<file path="config.mk">
export PLATFORM = sky130hd
export DESIGN_NAME = lipv_fifo
export DESIGN_NICKNAME = d
export VERILOG_FILES = /design/src/rtl/core/assert_macros.svh /design/src/rtl/core/lipv_fifo.sv
export SDC_FILE = /design/constraint.sdc
export NUM_CORES = 1
export LEC_CHECK = 0
export ABC_AREA = 1
export BUFFER_PORTS_ARGS = -buffer_cell sky130_fd_sc_hd__clkbuf_2
export CAP_MARGIN = 20
export CORE_MARGIN = 10
export CORE_UTILIZATION = 40
export CTS_CLUSTER_SIZE = 12
export DETAILED_ROUTE_END_ITERATION = 10
export GPL_TIMING_DRIVEN = 1
export SYNTH_ARGS = -nofsm -noshare
export SYNTH_HDL_FRONTEND = slang
export SYNTH_SLANG_ARGS = --single-unit
</file>
<file path="constraint.sdc">
create_clock -name clk -period 1.9 [get_ports clk]
set_clock_uncertainty 0.2 [all_clocks]
set_input_delay 0.38 -clock clk [delete_from_list [all_inputs] [get_ports clk]]
set_output_delay 0.38 -clock clk [all_outputs]
set_load 0.01 [all_outputs]
</file>
<file path="src/rtl/core/assert_macros.svh">
// Assertion macros used by the back part of the replacement engine.
`ifndef ASSERT_MACROS_SVH
`define ASSERT_MACROS_SVH

// The consequent holds in the same cycle as the antecedent.
`define ASSERT_IMPLY(label, ante, cons, msg) \
    label: assert property (@(posedge clk) disable iff (!rst_n) (ante) |-> (cons)) \
        else $error(msg);

// The consequent holds in the cycle after the antecedent.
`define ASSERT_NEXT(label, ante, cons, msg) \
    label: assert property (@(posedge clk) disable iff (!rst_n) (ante) |=> (cons)) \
        else $error(msg);

`endif

</file>
<file path="src/rtl/core/lipv_fifo.sv">
// Small first-in first-out queue with the head word shown while not empty.
`timescale 1ns / 1ps
`default_nettype none

module lipv_fifo #(
    parameter int unsigned WIDTH = 8,
    parameter int unsigned DEPTH = 2
) (
    input  wire logic             clk,
    input  wire logic             rst_n,
    input  wire logic             push,
    input  wire logic [WIDTH-1:0] wdata,
    output logic                  full,
    input  wire logic             pop,
    output logic      [WIDTH-1:0] rdata,
    output logic                  empty
);

    localparam int unsigned PTR_W = (DEPTH > 1) ? $clog2(DEPTH) : 1;
    localparam int unsigned CNT_W = $clog2(DEPTH + 1);
    localparam logic [PTR_W-1:0] LAST_PTR = PTR_W'(DEPTH - 1);
    localparam logic [CNT_W-1:0] FULL_CNT = CNT_W'(DEPTH);

    logic [WIDTH-1:0] data_reg [DEPTH];
    logic [PTR_W-1:0] wr_ptr_reg, wr_ptr_next;
    logic [PTR_W-1:0] rd_ptr_reg, rd_ptr_next;
    logic [CNT_W-1:0] count_reg, count_next;
    logic             do_push, do_pop;

    assign full    = (count_reg == FULL_CNT);
    assign empty   = (count_reg == '0);
    assign do_push = push && !full;
    assign do_pop  = pop && !empty;
    assign rdata   = data_reg[rd_ptr_reg];

    always_comb
    begin
        wr_ptr_next = wr_ptr_reg;
        rd_ptr_next = rd_ptr_reg;
        count_next  = count_reg;
        if (do_push)
        begin
            wr_ptr_next = (wr_ptr_reg == LAST_PTR) ? '0 : wr_ptr_reg + 1'b1;
        end
        if (do_pop)
        begin
            rd_ptr_next = (rd_ptr_reg == LAST_PTR) ? '0 : rd_ptr_reg + 1'b1;
        end
        if (do_push && !do_pop)
        begin
            count_next = count_reg + 1'b1;
        end
        else if (do_pop && !do_push)
        begin
            count_next = count_reg - 1'b1;
        end
    end

    always_ff @(posedge clk or negedge rst_n)
    begin
        if (!rst_n)
        begin
            wr_ptr_reg <= '0;
            rd_ptr_reg <= '0;
            count_reg  <= '0;
        end
        else
        begin
            wr_ptr_reg <= wr_ptr_next;
            rd_ptr_reg <= rd_ptr_next;
            count_reg  <= count_next;
        end
    end

    always_ff @(posedge clk)
    begin
        if (do_push)
        begin
            data_reg[wr_ptr_reg] <= wdata;
        end
    end

endmodule

`default_nettype wire

</file>
Word-level counts from Yosys, hierarchy flattened
Memory sizes are Yosys's and may differ from the RTL's. Index checks and enable logic that the tools add are counted.

$add $sub $neg: 4. Equality and inequality tests: 1. Muxes and demuxes: 6. Reductions and logical operators: 10.

Operator list (count): $logic_and 1x1->1 (4); $logic_not 1->1 (4); $mux 1 (4); $mux 2 (2); $add 1x1->1 const B (2); $add 2x1->2 const B (1); $eq 2x2->1 const B (1); $logic_not 2->1 (1); $reduce_bool 2->1 (1); $sub 2x1->2 const B (1).

Register bits after elaboration: 4. Bits in writable memories: 16. Input bits: 12. Output and inout bits: 10. Word-level logic and storage cells: 25. Memories kept: 1.

Memories: data_reg (words 2, bits a word 8, read ports 1, clocked after memory_dff 0, write ports 1, line lipv_fifo.sv:24) `logic [WIDTH-1:0] data_reg [DEPTH];`.

Logic depth before layout (Yosys ltp)
Word-level depth: 7. Mapped depth: 9. Gate-level depth less buffers: 9.

Worst setup path after synthesis
OpenSTA, ideal clock, no wires.

Kind: reg2reg. Start point: register count_reg[1]. End point: memory data_reg[1][0] (enable). Setup time: 0.371 ns. Data arrival time: 0.951 ns. Required time: 1.329 ns. Path slack: 0.378 ns. Cell stages (with the launch flop): 4. Buffers on the path: 0. Period minus slack after synthesis: 1.522 ns. Cell sequence: dfrtp_1 -> inv_1 -> o21ai_0 -> nor2_1.

Word-level cells in the longest chain between the ends: 5.

Ends and longest elaborated chain: start, declared (line lipv_fifo.sv:27) `logic [CNT_W-1:0] count_reg, count_next;`; start signal, assigned (line lipv_fifo.sv:71) `count_reg <= count_next;`; $eq 2x2->1 (line lipv_fifo.sv:30) `assign full = (count_reg == FULL_CNT);`; $logic_not 1->1 (line lipv_fifo.sv:32) `assign do_push = push && !full;`; $logic_and 1x1->1 (line lipv_fifo.sv:32); $mux 1 (line lipv_fifo.sv:77) `if (do_push)`; $mux 1 (implied by the code) (line lipv_fifo.sv:79) `data_reg[wr_ptr_reg] <= wdata;`; end, declared (line lipv_fifo.sv:24).

Every way passes these cells.

Worst setup path in the final report
Start point: register rd_ptr_reg. End point: output port rdata[1].

Word-level cells in the longest chain between the ends: 1.

Ends and longest elaborated chain: start, declared (line lipv_fifo.sv:26) `logic [PTR_W-1:0] rd_ptr_reg, rd_ptr_next;`; start signal, assigned (line lipv_fifo.sv:70) `rd_ptr_reg <= rd_ptr_next;`; $mem_v2 2x8; end, declared (line lipv_fifo.sv:15) `output logic [WIDTH-1:0] rdata,`.

Every way passes these cells.

==> reports/results.ini <==
[clock_network]
insertion_delay_ns = 0.30
cts_tree = built
cts_root_buf = clkbuf_4
cts_sinks = 20
clk_pin_slew_worst_paths_ns = 0.11
cts_setup_buffers = 0
cts_max_level = 1
cts_buffers = 3
clockBufferDepth = 2

[place]
place_area_sq_um = 958
globalplace.congestion = 0.669
io_buffers = 21
hpwl_mm = 1.14

[min_path]
hold_path_end = data_reg[1][7]
holdCritPathClass = in2reg
hold_start = wdata[7]
holdPathStages = 1

[timing]
period_share = 0.933
slew_viol_final = 0
rsz0062_at_grt = false
worst_pin_slew_ns = 0.325
period_needed_ns = 1.77
fmax_ghz = 0.564
max_slew_margin = 0.783
setup_tns_ns = 0
setup_viol = 0
hold_viol = 0

[setup_path]
r2r_setup_slack_ns = 0.33
r2r-start = count_reg[0]
r2r_cells = 6
arrival_ns = 1.19
required_ns = 1.32
worst_r2r_endpoint = count_reg[1]
critPathCaptureType = output pin
critPathLaunch = rd_ptr_reg
critical_path_class = reg2out
worst_setup_path_start_kind = register
worstPathMaxFanout = 10

[layout]
fillers = 176
area_delta_synth_final_pct = 26.6
final_common_cell = nand2_1
drive_gt1_frac = 0.310
diodes = 0
seq_area_sq_um = 582
largest_register_ffs = 16
stdcell_area_sq_um = 1020
final_cell_mix = 33 x nand2_1, 21 x clkbuf_2, 16 x edfxtp_1
nets = 114
multiInputGateArea_sq_um = 194
fin_util = 0.528

[global_routing]
gr-usage-all-layers = 0.0782
grt_pass1_vias = 564
antenna_found_initial = 0
grt_max_degree = 13
grt_pass1_wl_mm = 2.55
grt_overflow = 0

[route]
m1WireLength_um = 694
drc_errors = 0
drt_first_pass_iters = 4
wl_met3_um = 111
vias = 553
highest_layer = met3
ant_nets = 0
drt_wl_total_mm = 1.51
viasPerCell = 4.35
routedWlPerCell_um = 11.9
route.met2.wl_um = 705
dr.first_iter.drc_count = 4

[pwr]
finalPower_mw = 1.58
peakVddDrop_v = 0.000695
p_leak_nw = 0.489
p_per_area_nw_per_um2 = 1540

[floorplan]
die_area_sq_um = 4220
dieWidth_um = 65.0
initial_core_util = 0.417
die_h_um = 65.0
pin_count = 22
core_sq_um = 1940
num_rows = 16

[run_status]
status = finished, final reports clean

[synthesis]
ys_ff_latch = 20
synth_warnings = 0
postSynthAreaPerCell_sq_um = 11.1
yosysUniqueCellTypes = 14
synth_area_sq_um = 810
synthesis.nets = 86
ys_seq_area_frac = 0.717
synthCells = 73

[job]
max_cap_viol_count = 0

## repair_timing
item	in CTS	in global routing
pin swaps	0	0
endpoints found under the hold margin	4	0
setup endpoints to repair	8	7
hold buffers	1	0
resized for setup	1	1
## area by class of cell
class | count | share of cell area
clock buffer | 3 | 0.0220
clock inverter | 1 | 0.0293
inverter | 8 | 0.0317
multi-input combinational | 44 | 0.189
sequential | 20 | 0.568
tap | 27 | 0.0330
timing repair buffer | 24 | 0.127
## per-layer routing
layer / global-route usage / vias up
met4: 0.0561 / 0
met2: 0.118 / 14
met5: 0 / -
met3: 0.0326 / 0
li1: - / 291
met1: 0.0867 / 248
## metrics by stage
step | setup slack, ns | instances | hold WS [ns]
after detailed placement | 0.324 | 122 | -0.00195
after floorplan | 0.378 | 73 | -0.116
after global routing | 0.0134 | 127 | 0.0390
after global placement | 0.316 | 122 | -0.00216
after CTS | 0.0431 | 127 | 0.0513
final | 0.128 | 127 | 0.0610
## worst max path at each step
stage / endpoint / cells after the start
after floorplan: data_reg[1][0] / 3
after global placement: rdata[2] / 4
after detailed placement: rdata[2] / 4
after CTS: rdata[2] / 4
after global routing: rdata[4] / 4
final: rdata[1] / 4
## synth_stat cells
cell	instances	area share
buf_2	1	0.0062
dfrtp_1	4	0.12
edfxtp_1	16	0.59
ha_1	1	0.015
inv_1	7	0.032
inv_2	1	0.0046
nand2_1	33	0.15
nand3_1	1	0.0062
nand3b_1	1	0.0093
nand4_1	1	0.0077
nor2_1	2	0.0093
nor2_2	2	0.015
o21ai_0	2	0.012
xnor2_1	1	0.011
## power breakdown
group	switching [mW]	total, mW	leakage [nW]	internal (mW)
clock	0.129	0.343	0.0279	0.213
sequential	0.0904	0.701	0.196	0.610
combinational	0.325	0.538	0.265	0.213
## kinds of logic (layout without fill, tap and decap cells)
group           Yosys count  after routing  share of synthesized area
simple gates             40             40                      0.201
flops                    20             20                      0.717
buf+inv                   9             36                     0.0433
compound gates            2              2                     0.0124
fa+ha+maj                 1              1                     0.0155
xor+xnor                  1              1                     0.0108
## worst max-delay path, cell delays in order, from the launching register on
cell      delay [ns]
dfrtp_2         0.52
inv_4           0.14
nand2_1         0.06
nand2_1         0.06
clkbuf_2        0.13
No activity file was read; power rests on OpenSTA's default activity.
