[src/rtl/core/assert_macros.svh]
// Assertion macros used by the back part of the replacement engine.
`ifndef ASSERT_MACROS_SVH
`define ASSERT_MACROS_SVH

// The consequent holds in the same cycle as the antecedent.
`define ASSERT_IMPLY(label, ante, cons, msg) \
    label: assert property (@(posedge clk) disable iff (!rst_n) (ante) |-> (cons)) \
        else $error(msg);

// The consequent holds in the cycle after the antecedent.
`define ASSERT_NEXT(label, ante, cons, msg) \
    label: assert property (@(posedge clk) disable iff (!rst_n) (ante) |=> (cons)) \
        else $error(msg);

`endif

[src/rtl/core/lipv_pkg.sv]
// Package with the types and constants of the recency stack replacement engine.
`timescale 1ns / 1ps
`default_nettype none

package lipv_pkg;

    localparam int unsigned WAY_W      = 4;
    localparam int unsigned POS_W      = 4;
    localparam int unsigned SET_IN_W   = 6;
    localparam int unsigned DATA_W     = 32;
    localparam int unsigned CFG_IDX_W  = 2;
    localparam int unsigned PROMOTE_W  = 2 * DATA_W;

    localparam int unsigned WAYS_DEFAULT = 16;
    localparam int unsigned SETS_DEFAULT = 64;
    localparam int unsigned CMD_DEPTH    = 2;
    localparam int unsigned RES_DEPTH    = 2;

    localparam logic [CFG_IDX_W-1:0] REG_PROMOTE_LOW     = 2'd0;
    localparam logic [CFG_IDX_W-1:0] REG_PROMOTE_HIGH    = 2'd1;
    localparam logic [CFG_IDX_W-1:0] REG_INSERT_POSITION = 2'd2;

    localparam logic [DATA_W-1:0] PROMOTE_LOW_RESET  = 32'h2103_0100;
    localparam logic [DATA_W-1:0] PROMOTE_HIGH_RESET = 32'hB100_1501;
    localparam logic [POS_W-1:0]  INSERT_RESET       = 4'd13;

    typedef enum logic [1:0] {
        OP_HIT   = 2'd0,
        OP_FILL  = 2'd1,
        OP_INVAL = 2'd2,
        OP_QUERY = 2'd3
    } op_t;

    typedef struct packed {
        op_t              op;
        logic [WAY_W-1:0] way;
    } cmd_t;

    typedef struct packed {
        logic [WAY_W-1:0] victim_way;
        logic [POS_W-1:0] old_position;
    } res_t;

    typedef struct packed {
        logic [PROMOTE_W-1:0] promote;
        logic [POS_W-1:0]     insert_position;
    } cfg_t;

    typedef enum logic [1:0] {
        BK_CLEAR,
        BK_FETCH,
        BK_EXEC
    } back_state_t;

endpackage

`default_nettype wire

[src/rtl/core/lipv_fifo.sv]
// Small first-in first-out queue with the head word shown while not empty.
`timescale 1ns / 1ps
`default_nettype none

module lipv_fifo #(
    parameter int unsigned WIDTH = 8,
    parameter int unsigned DEPTH = 2
) (
    input  wire logic             clk,
    input  wire logic             rst_n,
    input  wire logic             push,
    input  wire logic [WIDTH-1:0] wdata,
    output logic                  full,
    input  wire logic             pop,
    output logic      [WIDTH-1:0] rdata,
    output logic                  empty
);

    localparam int unsigned PTR_W = (DEPTH > 1) ? $clog2(DEPTH) : 1;
    localparam int unsigned CNT_W = $clog2(DEPTH + 1);
    localparam logic [PTR_W-1:0] LAST_PTR = PTR_W'(DEPTH - 1);
    localparam logic [CNT_W-1:0] FULL_CNT = CNT_W'(DEPTH);

    logic [WIDTH-1:0] data_reg [DEPTH];
    logic [PTR_W-1:0] wr_ptr_reg, wr_ptr_next;
    logic [PTR_W-1:0] rd_ptr_reg, rd_ptr_next;
    logic [CNT_W-1:0] count_reg, count_next;
    logic             do_push, do_pop;

    assign full    = (count_reg == FULL_CNT);
    assign empty   = (count_reg == '0);
    assign do_push = push && !full;
    assign do_pop  = pop && !empty;
    assign rdata   = data_reg[rd_ptr_reg];

    always_comb
    begin
        wr_ptr_next = wr_ptr_reg;
        rd_ptr_next = rd_ptr_reg;
        count_next  = count_reg;
        if (do_push)
        begin
            wr_ptr_next = (wr_ptr_reg == LAST_PTR) ? '0 : wr_ptr_reg + 1'b1;
        end
        if (do_pop)
        begin
            rd_ptr_next = (rd_ptr_reg == LAST_PTR) ? '0 : rd_ptr_reg + 1'b1;
        end
        if (do_push && !do_pop)
        begin
            count_next = count_reg + 1'b1;
        end
        else if (do_pop && !do_push)
        begin
            count_next = count_reg - 1'b1;
        end
    end

    always_ff @(posedge clk or negedge rst_n)
    begin
        if (!rst_n)
        begin
            wr_ptr_reg <= '0;
            rd_ptr_reg <= '0;
            count_reg  <= '0;
        end
        else
        begin
            wr_ptr_reg <= wr_ptr_next;
            rd_ptr_reg <= rd_ptr_next;
            count_reg  <= count_next;
        end
    end

    always_ff @(posedge clk)
    begin
        if (do_push)
        begin
            data_reg[wr_ptr_reg] <= wdata;
        end
    end

endmodule

`default_nettype wire

[src/rtl/core/lipv_front.sv]
// Front part: accepts request words, maps the set and classifies the operation.
`timescale 1ns / 1ps
`default_nettype none

module lipv_front #(
    parameter int unsigned WAYS  = lipv_pkg::WAYS_DEFAULT,
    parameter int unsigned SETS  = lipv_pkg::SETS_DEFAULT,
    localparam int unsigned SET_W = (SETS > 1) ? $clog2(SETS) : 1
) (
    input  wire logic                          clk,
    input  wire logic                          rst_n,
    input  wire logic                          push,
    input  wire logic [1:0]                    mode,
    input  wire logic [lipv_pkg::SET_IN_W-1:0] set_number,
    input  wire logic [lipv_pkg::WAY_W-1:0]    way,
    input  wire logic                          clearing,
    output logic                               full,
    input  wire logic                          cmd_pop,
    output logic                               cmd_empty,
    output lipv_pkg::cmd_t                     cmd_head,
    output logic      [SET_W-1:0]              cmd_set
);

    localparam int unsigned SET_IN_N = 2 ** lipv_pkg::SET_IN_W;
    localparam int unsigned Q_W      = SET_W + $bits(lipv_pkg::cmd_t);
    localparam logic [lipv_pkg::WAY_W:0] WAYS_V = (lipv_pkg::WAY_W + 1)'(WAYS);

    logic [SET_W-1:0] set_map [SET_IN_N];
    lipv_pkg::cmd_t   cmd_in;
    logic [Q_W-1:0]   q_wdata, q_rdata;
    logic             q_full, accept;

    for (genvar g = 0; g < SET_IN_N; g++)
    begin : g_set_map
        localparam int unsigned MAPPED = g % SETS;
        assign set_map[g] = SET_W'(MAPPED);
    end

    // A way outside the stack matches no entry, which leaves the set as a query does.
    always_comb
    begin
        cmd_in.way = way;
        if (mode == lipv_pkg::OP_QUERY || {1'b0, way} >= WAYS_V)
        begin
            cmd_in.op = lipv_pkg::OP_QUERY;
        end
        else
        begin
            cmd_in.op = lipv_pkg::op_t'(mode);
        end
    end

    assign full    = q_full || clearing;
    assign accept  = push && !full;
    assign q_wdata = {set_map[set_number], cmd_in};

    lipv_fifo #(
        .WIDTH (Q_W),
        .DEPTH (lipv_pkg::CMD_DEPTH)
    ) u_cmd_fifo (
        .clk   (clk),
        .rst_n (rst_n),
        .push  (accept),
        .wdata (q_wdata),
        .full  (q_full),
        .pop   (cmd_pop),
        .rdata (q_rdata),
        .empty (cmd_empty)
    );

    assign cmd_head = lipv_pkg::cmd_t'(q_rdata[$bits(lipv_pkg::cmd_t)-1:0]);
    assign cmd_set  = q_rdata[Q_W-1:$bits(lipv_pkg::cmd_t)];

endmodule

`default_nettype wire

[config.mk]
export PLATFORM = sky130hd
export DESIGN_NAME = lipv_front
export DESIGN_NICKNAME = d
export VERILOG_FILES = /design/src/rtl/core/assert_macros.svh /design/src/rtl/core/lipv_pkg.sv /design/src/rtl/core/lipv_fifo.sv /design/src/rtl/core/lipv_front.sv
export SDC_FILE = /design/constraint.sdc
export NUM_CORES = 1
export LEC_CHECK = 0
export BUFFER_PORTS_ARGS = -buffer_cell sky130_fd_sc_hd__buf_2
export CORE_MARGIN = 8
export CORE_UTILIZATION = 34
export CTS_CLUSTER_SIZE = 30
export DETAILED_ROUTE_END_ITERATION = 6
export PLACE_DENSITY_LB_ADDON = 0.1
export SLEW_MARGIN = 20
export SYNTH_ARGS = -nofsm -noshare
export SYNTH_HDL_FRONTEND = slang
export SYNTH_SLANG_ARGS = --single-unit
[constraint.sdc]
create_clock -name clk -period 1.7 [get_ports clk]
set_input_delay 0.34 -clock clk [delete_from_list [all_inputs] [get_ports clk]]
set_output_delay 0.34 -clock clk [all_outputs]
set_load 0.005 [all_outputs]
== Yosys cells after proc, flatten, opt, wreduce, memory -nomap -nowiden ==
Memory sizes are Yosys's and may differ from the RTL's.
Cells that the tools add are included.
Storage, ports and cells
  flip-flop bits (word level): 4
  RAM bits: 24
  ROM bits: 384
  bits of input ports: 17
  logic and storage cells: 35
  memories kept: 2
Memory list
  (name not given): depth 64, bits a word 6, read ports 1, clocked after Yosys merged registers in 0, write ports 0, line lipv_front.sv:55  | assign q_wdata = {set_map[set_number], cmd_in};
  u_cmd_fifo.data_reg: depth 2, bits a word 12, read ports 1, clocked after Yosys merged registers in 0, write ports 1, line lipv_fifo.sv:24  | logic [WIDTH-1:0] data_reg [DEPTH];
Operators by class
  $add $sub $neg: 4
  magnitude comparators: 1
  equal/unequal tests: 2
  muxes and demuxes: 9
  bitwise logic cells: 1
  reduce and logical (&&, ||, !) cells: 13
Operators with widths (number)
  6-bit 2-to-1 mux: 2
  7-bit greater-or-equal comparator, second input constant: 1
  6-bit inverter with 7-bit output: 1
  2-bit 2-to-1 mux: 3
  1-bit logical AND: 5
  1-bit zero test: 5
  2-bit == test, second input constant: 2
  1-bit 2-to-1 mux: 4
  1-bit adder, second input constant: 2
  2-bit by 1-bit adder with 2-bit output, second input constant: 1
  2-bit zero test: 1
  2-bit nonzero test: 1
  2-bit by 1-bit subtractor with 2-bit output, second input constant: 1
  1-bit logical OR: 1

== Longest topological paths before layout ==
  depth in word-level cells: 9
  mapped depth: 7
  gate-level depth less buffers: 7

== Modules after synthesis ==
From an unflattened synthesis, not the netlist that was laid out.
Unflattened totals
  cells, all modules: 60
  area total of the unflattened synthesis: 1121.1 um2
By module, submodules not included
  lipv_fifo: times used 1, cells each 56, area each 1099.8 um2
  lipv_front: times used 1, cells each 4, area each 21.3 um2

== Least setup slack after synthesis ==
Ideal clock, no wire load.
  path type: register to register
  start point: reg u_cmd_fifo.count_reg[0]
  end point: mem u_cmd_fifo.data_reg[0][0] in the netlist's numbering, enable pin
  arrival: 1.184 ns
  data required time: 1.320 ns
  path slack: 0.136 ns
  cell stages (with the launch flop): 4
  path buffers: 0
  cell sequence: dfrtp_1 -> nand2b_1 -> nand2_2 -> nor2_1
On the way
  longest elaborated chain between the ends: 7
  elaborated cells between the ends (all ways): 8
Ends and longest elaborated chain
  start: declaration: line lipv_fifo.sv:27  | logic [CNT_W-1:0] count_reg, count_next;
  start signal: assignment: line lipv_fifo.sv:71  | count_reg <= count_next;
  2-bit == test *: line lipv_fifo.sv:30  | assign full = (count_reg == FULL_CNT);
  1-bit logical OR: line lipv_front.sv:53  | assign full = q_full || clearing;
  1-bit zero test: line lipv_front.sv:54  | assign accept = push && !full;
  1-bit logical AND: line lipv_front.sv:54
  1-bit logical AND *: line lipv_fifo.sv:32  | assign do_push = push && !full;
  1-bit 2-to-1 mux *: line lipv_fifo.sv:77  | if (do_push)
  1-bit 2-to-1 mux (implied by the code) *: line lipv_fifo.sv:79  | data_reg[wr_ptr_reg] <= wdata;
  end: declaration: line lipv_fifo.sv:24
Every way passes the cells marked *; elsewhere a longest branch is shown, timed or not.

== Final worst setup path ==
  start point: reg u_cmd_fifo.rd_ptr_reg
  end point: out cmd_set[5]
On the way
  longest elaborated chain between the ends: 1
Ends and longest elaborated chain
  start: declaration: line lipv_fifo.sv:26  | logic [PTR_W-1:0] rd_ptr_reg, rd_ptr_next;
  start signal: assignment: line lipv_fifo.sv:70  | rd_ptr_reg <= rd_ptr_next;
  memory read 2 x 12 bit
  end: declaration: line lipv_front.sv:21  | output logic [SET_W-1:0] cmd_set
Every way passes these cells.

==> metrics.log <==
INFO  metric synth.yosys.warnings = 0
INFO  metric cp_slowest_stage_delay = 470 ps
INFO  metric effective_utilization_at_floorplan = 34.6%
INFO  metric timing_hold_violations_final = 0
INFO  metric synth_cell_types = 18
INFO  metric cts_num_sinks = 28
INFO  metric worst_hold_path.endpoint = u_cmd_fifo.data_reg[0][10]
INFO  metric finalHoldWorstSlack = 194 ps
INFO  metric critical_path_class = register to output port
INFO  metric grt_first_pass_wirelength = 3.23 mm
INFO  metric number_of_flip_flops_in_the_largest_register = 24
INFO  metric tritoncts = built
INFO  metric synth.top_cells.by_area = sky130_fd_sc_hd__edfxtp_1 (64%), sky130_fd_sc_hd__mux2_4 (12%), sky130_fd_sc_hd__dfrtp_1 (8.9%)
INFO  metric reg2reg_to = u_cmd_fifo.count_reg[1]
INFO  metric drc_violation_count_after_routing = 0
INFO  metric buffer_type_at_the_clock_tree_root = sky130_fd_sc_hd__clkbuf_4
INFO  metric reg2reg_setup_slack = 260 ps
INFO  metric dpl_cell_area = 1370 um^2
INFO  metric synth_top_area_share = 63.9%
INFO  metric final.period_utilization = 99.6%
INFO  metric cts_made_buffers = 3
INFO  metric final-setup-viol-count = 0
INFO  metric vdd_drop_max = 554 uV
INFO  metric cts_max_level = 1
INFO  metric worst_setup_path_end_kind = output port
INFO  metric drt-total-wl = 1.97 mm
INFO  metric final_area = 1530 um^2
INFO  metric dieWidth = 73.6 um
INFO  metric largest_net_degree_at_the_start_of_global_routing = 16
INFO  metric grt_remaining_overflow = 0
INFO  metric period_needed = 1690 ps
INFO  metric achievable-frequency = 591 MHz
INFO  metric die-height = 73.6 um
INFO  metric max-slew-margin-rel = 84.0%
INFO  metric rr_worst_depth = 6
INFO  metric critical_path.cell_chain = buf_6 -> mux2_4 -> buf_6
INFO  metric overall_die_area = 5410 um^2
INFO  metric crit_fanout = 6
INFO  metric worst_clock_skew = 5.75 ps
INFO  metric antenna_found_initial = 0
INFO  metric clock_tree.buffer_depth = 2
INFO  metric finalMaxSlewViolations = 0
INFO  metric run_status = finished, final reports clean
INFO  metric core.rowCount = 21
INFO  metric hp-start = set_number[4]
INFO  metric syn-num-nets = 78
INFO  metric number_of_global_route_vias_before_repair = 680
INFO  metric syn-instance-count = 60
INFO  metric cp-start-kind = register
INFO  metric power.density = 1410 nW/um^2
INFO  metric dp_hpwl = 1.50 mm
INFO  metric max_slew.worst_pin.slew = 240 ps
INFO  metric core_area = 3260 um^2
INFO  metric post_synth.cell_area_avg = 18.8 um^2
INFO  metric io_pins = 31
INFO  metric globalplace.congestion = 0.599
INFO  metric startpoint = u_cmd_fifo.rd_ptr_reg
INFO  metric crit-reg2reg-launch = u_cmd_fifo.count_reg[0]
INFO  metric cp.arrival = 1350 ps
INFO  metric vias = 601
INFO  metric netlist.top_cell.by_area = sky130_fd_sc_hd__edfxtp_1
INFO  metric nFillCells = 321
INFO  metric initialDrtViolationCount = 19
INFO  metric buffer_ports.inserted = 30
INFO  metric timing.critical_path.max_delay_family = flip-flops
INFO  metric post_dr_wirelength_cell = 13.4 um
INFO  metric final_layout_size_suffix_gt1_share = 57.4%
INFO  metric leakage_power = 0.000641 uW
INFO  metric num-nets-final = 120
INFO  metric clock_pin_slew_of_the_registers_on_the_worst_case_setup_and_hold_paths = 150 ps
INFO  metric drt_pre_antenna_iters = 4
INFO  metric seq_area_frac_synth = 72.8%
INFO  metric syn2layout_area_growth = 35.6%
INFO  metric crit_top_cell = sky130_fd_sc_hd__buf_6
INFO  metric final_core_util = 46.9%
INFO  metric grt_use_total = 7.85%
INFO  metric worstSkewPairLatency = 320 ps
INFO  metric crit_buf_inv = 2
INFO  metric synth-seq-cells = 28
INFO  metric grt_setup_unrepaired = yes
INFO  metric antenna-diode-count = 0
INFO  metric hold_path.class = input pin to register
INFO  metric worst_ep_required_time = 1360 ps
INFO  metric synthesized_area = 1130 um^2
INFO  metric drt.antenna.violating_nets = 0
INFO  metric detail_route.vias_per_cell = 4.09
INFO  metric min_delay_path_depth = 1
INFO  metric cpMaxStageDelayCell = sky130_fd_sc_hd__dfrtp_2
INFO  metric timing.max_cap.violations = 0
==> final cells by class <==
class | instances | area, um^2 | share of cell area [%]
Sequential cell | 28 | 822 | 53.8
Tap cell | 46 | 57.6 | 3.76
Clock inverter | 1 | 3.75 | 0.245
Inverter | 2 | 7.51 | 0.491
Clock buffer | 3 | 22.5 | 1.47
Timing Repair Buffer | 40 | 324 | 21.2
Multi-Input combinational cell | 27 | 292 | 19.1
==> synth_stat cells (all sizes together) <==
cell	count
o21ai	1
nor2b	2
edfxtp	24
nand2b	1
clkbuf	2
xor2	2
xnor2	3
inv	2
buf	1
mux2	12
nand2	1
nor2	3
ha	1
dfrtp	4
and3	1
==> cells by family after synthesis <==
group | after synthesis | synth area share (%)
AOI/OAI and AO/OA | 1 | 0.444
buffers and inverters | 5 | 2.33
muxes | 12 | 15.0
xor gates and xnor gates | 5 | 4.55
and+or+nand+nor | 8 | 3.77
DFF | 28 | 72.8
adders and majority gates | 1 | 1.11
==> timing repair <==
action	in CTS	in global routing
gates resized for setup	5	14
hold endpoints to repair	4	0
setup endpoints to repair	9	13
hold buffers	1	0
setup buffers	2	2
==> per-stage QoR <==
step                      setup TNS (ps)  power (uW)  instances  setup WS (ps)
after detailed placement               0        1650        138            262
final                                  0        2160        147           6.92
after CTS                          -21.3        2020        145          -8.91
after global placement                 0        1650        138            261
after floorplan                        0        1400         60            136
after global routing                -378        2290        147          -46.3
==> per-layer routing <==
| metal | routed length (um) | track usage, % |
|---|---|---|
| met4 | 27 | 3.99 |
| met3 | 115 | 2.32 |
| met5 | 0 | 0 |
| met1 | 820 | 8.57 |
| met2 | 1010 | 13.4 |
==> worst max path at each step <==
stage	endpoint	cells past startpoint
global placement	u_cmd_fifo.count_reg[1]	6
detailed placement	u_cmd_fifo.count_reg[1]	6
floorplan	u_cmd_fifo.data_reg[0][0]	3
finish	cmd_set[5]	3
CTS	cmd_head[3]	3
global route	cmd_head[4]	3
==> layout by cell type, fill, tap and decap left out <==
| master | netlist | routed |
|---|---|---|
| sky130_fd_sc_hd__ha_1 | 1 | 1 |
| sky130_fd_sc_hd__inv_2 | 1 | 1 |
| sky130_fd_sc_hd__buf_2 | 0 | 19 |
| sky130_fd_sc_hd__nand2b_1 | 1 | 1 |
| sky130_fd_sc_hd__buf_4 | 0 | 4 |
| sky130_fd_sc_hd__xor2_1 | 2 | 2 |
| sky130_fd_sc_hd__dlygate4sd3_1 | 0 | 1 |
| sky130_fd_sc_hd__mux2_4 | 9 | 12 |
| sky130_fd_sc_hd__xnor2_1 | 2 | 2 |
| sky130_fd_sc_hd__nor2_1 | 3 | 3 |
| sky130_fd_sc_hd__nor2b_1 | 2 | 2 |
| sky130_fd_sc_hd__edfxtp_1 | 24 | 24 |
| sky130_fd_sc_hd__nand2_2 | 1 | 1 |
| sky130_fd_sc_hd__clkinv_1 | 0 | 1 |
| sky130_fd_sc_hd__clkbuf_4 | 0 | 3 |
| sky130_fd_sc_hd__o21ai_1 | 1 | 1 |
| sky130_fd_sc_hd__dfrtp_1 | 4 | 3 |
| sky130_fd_sc_hd__dfrtp_2 | 0 | 1 |
| sky130_fd_sc_hd__buf_12 | 0 | 1 |
| sky130_fd_sc_hd__and3_1 | 1 | 1 |
| sky130_fd_sc_hd__buf_6 | 1 | 15 |
| sky130_fd_sc_hd__inv_1 | 1 | 1 |
| sky130_fd_sc_hd__xnor2_2 | 1 | 1 |
==> worst register-to-register path: stages (launching register included) <==
cell and delay [ps]:
sky130_fd_sc_hd__dfrtp_1 430, sky130_fd_sc_hd__nand2b_1 200, sky130_fd_sc_hd__nand2_2 120, sky130_fd_sc_hd__inv_2 40, sky130_fd_sc_hd__ha_1 290, sky130_fd_sc_hd__nor2_1 140, sky130_fd_sc_hd__xor2_1 150
==> power by group <==
group,total [uW],internal (uW),switching (uW)
Sequential,959,881,78.5
Combinational,926,607,320
Clock,273,86.0,187
Total,2160,1570,585
(Power assumes the default switching activity.)
